### config.mk
export PLATFORM = sky130hd
export DESIGN_NAME = pmid_axis
export DESIGN_NICKNAME = d
export VERILOG_FILES = /design/src/rtl/pmid_pkg.sv /design/src/rtl/pmid_axis.sv
export VERILOG_INCLUDE_DIRS = /design/src /design/src/rtl
export SDC_FILE = /design/constraint.sdc
export NUM_CORES = 2
export LEC_CHECK = 0
export BUFFER_PORTS_ARGS = -buffer_cell sky130_fd_sc_hd__buf_2
export CORE_ASPECT_RATIO = 0.6
export CORE_MARGIN = 1
export CORE_UTILIZATION = 60
export CTS_BUF_LIST = sky130_fd_sc_hd__clkbuf_4
export DETAILED_ROUTE_END_ITERATION = 8
export MAX_ROUTING_LAYER = met4
export PLACE_DENSITY = 0.85
export SLEW_MARGIN = 20
export SYNTH_ARGS = -nofsm -noshare
export SYNTH_HDL_FRONTEND = slang
export SYNTH_SLANG_ARGS = --single-unit
### constraint.sdc
create_clock -name clk -period 15.5 [get_ports clk]
set_input_delay 3.1 -clock clk [delete_from_list [all_inputs] [get_ports clk]]
set_output_delay 3.1 -clock clk [all_outputs]
set_load 0.01 [all_outputs]
### src/rtl/periodic_min_image_displacement_defines.svh
// assertion macros shared by the periodic minimum image rtl
// no dependencies; included by the modules that carry checks
`ifndef PERIODIC_MIN_IMAGE_DISPLACEMENT_DEFINES_SVH
`define PERIODIC_MIN_IMAGE_DISPLACEMENT_DEFINES_SVH

`ifndef NO_ASSERTIONS
// check on every clock edge outside reset
`define PMID_ASSERT(label, clk, rst_n, prop, msg) \
	label: assert property (@(posedge clk) disable iff (!rst_n) prop) else $error(msg);
// check that also holds while reset is low
`define PMID_ASSERT_RST(label, clk, prop, msg) \
	label: assert property (@(posedge clk) prop) else $error(msg);
`else
`define PMID_ASSERT(label, clk, rst_n, prop, msg)
`define PMID_ASSERT_RST(label, clk, prop, msg)
`endif

`endif

### src/rtl/pmid_pkg.sv
// shared types and constants for the periodic minimum image block
// no dependencies
package pmid_pkg;

	localparam int N_STAGE = 6;
	localparam int REG_IDX_W = 3;
	localparam int DSQ_W = 63;

	localparam logic [REG_IDX_W-1:0] REG_BOX_LEN_X = 3'd0;
	localparam logic [REG_IDX_W-1:0] REG_BOX_LEN_Y = 3'd1;
	localparam logic [REG_IDX_W-1:0] REG_BOX_LEN_Z = 3'd2;
	localparam logic [REG_IDX_W-1:0] REG_CENTRE_X  = 3'd3;
	localparam logic [REG_IDX_W-1:0] REG_CENTRE_Y  = 3'd4;
	localparam logic [REG_IDX_W-1:0] REG_CENTRE_Z  = 3'd5;

	localparam logic [DSQ_W-1:0] DSQ_MAX = {DSQ_W{1'b1}};

	// per-stage load enables and valid bits, index 0 is stage 1
	typedef struct packed {
		logic [N_STAGE-1:0] load;
		logic [N_STAGE-1:0] vld;
	} pmid_ctl_t;

endpackage

### src/rtl/pmid_axis.sv
// one axis of the minimum image datapath: difference, shift, wrap, square
// uses pmid_pkg and the assertion macros; stages 1 to 5 of the pipeline
`include "periodic_min_image_displacement_defines.svh"

module pmid_axis #(
	parameter int COORD_WIDTH = 32
) (
	input  logic                                clk,
	input  logic                                arst_n,
	input  pmid_pkg::pmid_ctl_t                 ctl,
	input  logic        [COORD_WIDTH-2:0]       box_len,
	input  logic signed [COORD_WIDTH-1:0]       centre,
	input  logic signed [COORD_WIDTH-1:0]       pos,
	input  logic signed [COORD_WIDTH-1:0]       ref_pt,
	input  logic                                use_centre,
	output logic signed [COORD_WIDTH-1:0]       disp,
	output logic signed [COORD_WIDTH-1:0]       shift,
	output logic signed [COORD_WIDTH-1:0]       wrapped,
	output logic        [pmid_pkg::DSQ_W-1:0]   sq
);
	import pmid_pkg::*;

	localparam int CW = COORD_WIDTH;
	localparam logic signed [CW-1:0] C_MAX = {1'b0, {(CW-1){1'b1}}};
	localparam logic signed [CW-1:0] C_MIN = {1'b1, {(CW-1){1'b0}}};

	logic signed [CW-1:0] r_sel;
	logic signed [CW:0]   d_s1, d_s2;
	logic signed [CW-1:0] p_s1, p_s2;
	logic signed [CW+1:0] twice_d, len_e;
	logic signed [CW-1:0] len_cw, sh_next;
	logic signed [CW-1:0] sh_s2, sh_s3, sh_s4, sh_s5;
	logic signed [CW+1:0] dsum;
	logic signed [CW:0]   psum;
	logic signed [CW-1:0] disp_next, wrap_next;
	logic signed [CW-1:0] disp_s3, disp_s4, disp_s5;
	logic signed [CW-1:0] wrap_s3, wrap_s4, wrap_s5;
	logic        [CW-1:0] mag_s4;
	logic        [63:0]   mag64, prod;
	logic                 big;
	logic        [DSQ_W-1:0] sq_s5;

	// stage 1: pick the reference, take the raw difference
	assign r_sel = use_centre ? centre : ref_pt;

	always_ff @(posedge clk) begin
		if (ctl.load[0]) begin
			d_s1 <= {pos[CW-1], pos} - {r_sel[CW-1], r_sel};
			p_s1 <= pos;
		end
	end

	// stage 2: compare 2d against the side length
	assign twice_d = {d_s1, 1'b0};
	assign len_e   = signed'({3'b000, box_len});
	assign len_cw  = signed'({1'b0, box_len});

	always_comb begin
		sh_next = '0;
		if (twice_d > len_e) begin
			sh_next = -len_cw;
		end else if (twice_d < -len_e) begin
			sh_next = len_cw;
		end
	end

	always_ff @(posedge clk) begin
		if (ctl.load[1]) begin
			d_s2  <= d_s1;
			p_s2  <= p_s1;
			sh_s2 <= sh_next;
		end
	end

	// stage 3: apply the shift with saturation
	assign dsum = {d_s2[CW], d_s2} + {{2{sh_s2[CW-1]}}, sh_s2};
	assign psum = {p_s2[CW-1], p_s2} + {sh_s2[CW-1], sh_s2};

	always_comb begin
		if (dsum[CW+1:CW-1] == 3'b000 || dsum[CW+1:CW-1] == 3'b111) begin
			disp_next = dsum[CW-1:0];
		end else begin
			disp_next = dsum[CW+1] ? C_MIN : C_MAX;
		end
		if (psum[CW] == psum[CW-1]) begin
			wrap_next = psum[CW-1:0];
		end else begin
			wrap_next = psum[CW] ? C_MIN : C_MAX;
		end
	end

	always_ff @(posedge clk) begin
		if (ctl.load[2]) begin
			disp_s3 <= disp_next;
			wrap_s3 <= wrap_next;
			sh_s3   <= sh_s2;
		end
	end

	// stage 4: magnitude, the most negative value maps to 2^(cw-1)
	always_ff @(posedge clk) begin
		if (ctl.load[3]) begin
			mag_s4  <= disp_s3[CW-1] ? CW'(-disp_s3) : CW'(disp_s3);
			disp_s4 <= disp_s3;
			wrap_s4 <= wrap_s3;
			sh_s4   <= sh_s3;
		end
	end

	// stage 5: square on a 32x32 multiplier, larger magnitudes saturate
	assign mag64 = 64'(mag_s4);
	assign big   = |mag64[63:32];
	assign prod  = {32'd0, mag64[31:0]} * {32'd0, mag64[31:0]};

	always_ff @(posedge clk) begin
		if (ctl.load[4]) begin
			sq_s5   <= (big || prod[63]) ? DSQ_MAX : prod[DSQ_W-1:0];
			disp_s5 <= disp_s4;
			wrap_s5 <= wrap_s4;
			sh_s5   <= sh_s4;
		end
	end

	assign disp    = disp_s5;
	assign shift   = sh_s5;
	assign wrapped = wrap_s5;
	assign sq      = sq_s5;

	`PMID_ASSERT(a_shift_legal, clk, arst_n, ctl.vld[1] |-> (sh_s2 == '0 || sh_s2 == len_cw || sh_s2 == -len_cw), "shift is not 0 or +/- side length")
	`PMID_ASSERT(a_zero_len_no_shift, clk, arst_n, (ctl.vld[1] && box_len == '0) |-> sh_s2 == '0, "shift applied with zero side length")
	`PMID_ASSERT(a_square_zero, clk, arst_n, (ctl.load[4] && ctl.vld[3]) |=> ((sq_s5 == '0) == ($past(mag_s4) == '0)), "square zero does not match magnitude zero")

endmodule

==> metrics.sh <==
WORSTSETUPENDPOINTTYPE='register'
POST-DP-HPWL_MICRONS=122000
POSTCTSSETUPREPAIRBUFS=0
GRT_FIRST_PASS_WIRELENGTH_MICRONS=236000
HOLDBUFCOUNTCTS=0
PORTBUFFERS=292
CLKSLEWWORSTSETUPHOLDPATHS_NS=0.08
FINALSETUPVIOLATIONS=0
DRT_ITER0_MARKERS=4297
ROUTED-VIA-COUNT=38800
TIMING.CLOCK.SKEW_NS=0.0806
SYNTHESIZED_AREA_PER_CELL_SQ_UM=10.9
SYNTH-SEQ-CELLS=544
SYNTH_LARGEST_AREA_CELL='edfxtp_1'
DIE_W_MICRONS=393
PLACEMENT_ROWS=85
GR-TOTAL-OVERFLOW=0
DIEAREA_SQ_UM=92800
CP-START-KIND='register'
MIN_DELAY_WORST_ENDPOINT='shift[15]$_DFFE_PP_'
HTREE_NUM_LEVELS=4
MAX_STAGE_DELAY_NS=0.75
TRITONCTS_CLOCK_TREE='built'
ROUTE.ANTENNA.REMAINING_NETS=0
VIAS_PER_CELL=5.81
GP_CONGESTION=1.05
CRITICAL-PATH-TOP-CELL-BY-COUNT='fa_1'
PIN_COUNT_OF_THE_BIGGEST_NET_ENTERING_GLOBAL_ROUTING=83
LAYOUT.NETS=6737
REPORT.FINAL.HOLD_VIOL_COUNT=0
CP_DATA_ARRIVAL_TIME_NS=11.53
GRT_PASS1_VIAS=40000
WORSTREG2REGSTART='mag_s4[2]$_DFFE_PP_'
YS_DOMINANT_REG_CELL='edfxtp_1'
DRT_DRC_VIOLATIONS_LEFT=0
CLOCK-SINKS=544
TIGHTESTPINTRANSITION_NS=1.05
CTS-ROOT-BUF='clkbuf_4'
CAPTURE_INSTANCE_OF_THE_WORST_REGISTER_TO_REGISTER_PATH='sq[2]$_SDFFCE_PP1P_'
CRIT_TYPE='register to register'
MAX-CAP-VIOLATIONS=0
INSERTION_DELAY_NS=1.03
LAYOUT_MIN_CYCLE_TIME_NS=10.91
CRIT_FANOUT=53
BOUNDARY_PINS=301
SYNTH_TOP_CELLS_BY_AREA='edfxtp_1 (30%), fa_1 (29%), ha_1 (10%)'
DIE_H_MICRONS=236
ASYNC_FLOP_SHARE_PCT=0
DETAIL_ROUTE.WIRELENGTH_MICRONS=153000
AREAGROWTHSYNTHTOFINISH_PCT=7.90
CTS_MADE_BUFFERS=133
TIMING.HOLD.WORST.CLASS='register to register'
SYNTH_CELLS=5036
DRV_SLEW=0
FF2FF_PATH_DEPTH=26
COUNT_OF_UNIQUE_LIBRARY_CELLS_INSTANTIATED_BY_YOSYS=94
YOSYSWARNINGS=0
CTS_MAX_PATH_BUFFERS=3
SYNTHESIS.NETS=6432
TIMING.SETUP.TNS_NS=0
SYNTH.MOST_COMMON_CELL='inv_1'
DRT-WIRELENGTH-PER-CELL_MICRONS=23.0
NETLIST.AREA_LEADER.SHARE_PCT=29.7
CTS-RESIZED-GATES=0
GRT.TOTAL_USAGE_PCT=35.4
CPMAXSTAGEDELAYCELL='a21oi_1'
CRITICAL_PATH_REQUIRED_NS=16.12
FMAX_MHz=91.7
POST-ROUTE-PERIOD-UTIL_PCT=70.4
SYNTH_COMMON_CELLS='inv_1 (1050), fa_1 (795), edfxtp_1 (544), ha_1 (459), nand2_1 (422)'
STARTPOINT_OF_THE_LOWEST_SLACK_HOLD_PATH='sh_s4[15]$_DFFE_PP_'
GRT_SETUP_UNREPAIRED='no'
MAX_SLEW_MARGIN_PCT=30.2
WORSTHOLDPATHCELLS=0
ANTENNA_FOUND_INITIAL=10
SYNTH_EDF_COUNT=544
SYNTH.YOSYS.SEQ_AREA_SHARE_PCT=29.7
DRIVE_ABOVE_1_SHARE_PCT=11.8
STARTING_DENSITY_OF_THE_CORE_PCT=60.9
STD_CELL_CORE_AREA_SQ_UM=90200
STATUS='completed'
FIRST_PASS_ITERS=6
MAPPEDNETLISTAREA_SQ_UM=54900
REG2REG_SLACK_NS=4.59
## placed cells by master, fill, tap and decap left out, drive strengths merged, types with 14 or more instances in the layout
master / Yosys / routed
o21ai: 160 / 160
and2: 232 / 232
xor2: 86 / 86
buf: 21 / 334
nand4: 37 / 37
a31oi: 39 / 39
nand2b: 35 / 35
nand2: 423 / 423
nor2b: 26 / 26
a21oi: 217 / 217
o21bai: 28 / 28
a21o: 105 / 105
nand3: 59 / 59
clkinv: 1 / 34
mux2i: 33 / 33
a31o: 17 / 17
nor2: 147 / 147
and3: 19 / 19
o21a: 16 / 16
a211oi: 14 / 14
inv: 1052 / 1059
o31ai: 20 / 20
fa: 795 / 795
ha: 459 / 459
edfxtp: 544 / 544
xnor2: 155 / 155
nor3: 29 / 29
nor4: 15 / 15
clkbuf: 143 / 192
## state kept, by name, indices dropped and copies added, names as in the netlist, 32 cells and up
register	flops
shift	32
d_s1	33
p_s2	32
sh_s3	32
disp	32
wrapped	32
wrap_s4	32
disp_s4	32
p_s1	32
sh_s4	32
sh_s2	32
d_s2	33
disp_s3	32
wrap_s3	32
sq	63
## how the worst max path moves through the flow
stage / start / end / slack [ns] / cells past startpoint
finish: mag_s4[2]$_DFFE_PP_ / sq[2]$_SDFFCE_PP1P_ / 4.59 / 26
global route: mag_s4[2]$_DFFE_PP_ / sq[2]$_SDFFCE_PP1P_ / 4.17 / 26
CTS: mag_s4[2]$_DFFE_PP_ / sq[2]$_SDFFCE_PP1P_ / 4.83 / 26
detailed placement: mag_s4[16]$_DFFE_PP_ / sq[2]$_SDFFCE_PP1P_ / 4.87 / 25
global placement: mag_s4[16]$_DFFE_PP_ / sq[2]$_SDFFCE_PP1P_ / 5.09 / 25
floorplan: mag_s4[2]$_DFFE_PP_ / sq[51]$_SDFFCE_PP1P_ / 7.51 / 31
## final cells by class
cell class,count,area (sq um)
multi-input cells,3275,33900
flip-flops and latches,544,16300
diodes,11,27.5
clock buffers,192,1440
inverters,1053,3950
repair buffers,334,1790
fillers,6818,30900
well taps,1218,1520
clock inverters,44,250
## kinds of logic (layout without fill, tap and decap cells)
logic type               after synthesis  count (layout)  synth area share [%]
adder cells (fa/ha/maj)             1257            1257                  39.5
buffers and inverters               1217            1623                  8.52
AND/OR/NAND/NOR                     1057            1057                  9.42
AO/OA/AOI/OAI                        684             684                  8.24
flip-flops                           544             544                  29.7
XOR/XNOR                             241             241                  3.91
multiplexers                          36              36                 0.663
other                                  0              11                     0
## worst max-delay path, delay by kind of cell, from the launching register on
kind | cells | cell delay, ns
adder cells (fa/ha/maj) | 9 | 4.70
buffers and inverters | 6 | 1.33
flip-flops | 1 | 0.68
AO/OA/AOI/OAI | 6 | 2.69
AND/OR/NAND/NOR | 4 | 0.72
XOR/XNOR | 1 | 0.35
## per-stage QoR
| step | instances | hold slack, ns | util [%] | setup slack [ns] | instance area [sq um] |
|---|---|---|---|---|---|
| 2_1_floorplan | 5036 | 0.400 | - | 7.51 | 54900 |
| 3_3_place_gp | 6424 | 0.401 | 63.8 | 5.09 | 57500 |
| 3_5_place_dp | 6424 | 0.405 | 63.8 | 4.87 | 57500 |
| 4_1_cts | 6660 | 0.349 | 65.7 | 4.83 | 59200 |
| 5_1_grt | 6671 | 0.353 | 65.7 | 4.17 | 59200 |
| 6_report | 6671 | 0.358 | 65.7 | 4.59 | 59200 |
## routing by layer
layer  vias to the layer above  GRT usage [%]  routed length [microns]
met5                         -              -                        0
met4                         0           10.0                     4220
met3                       275           14.8                    24800
met2                      2522           44.3                    59200
met1                     19000           51.8                    65000
li1                      17000              -                        -
Power is not shown: default switching activity piles up to over one toggle a cycle in this logic, so the estimate is an artifact.
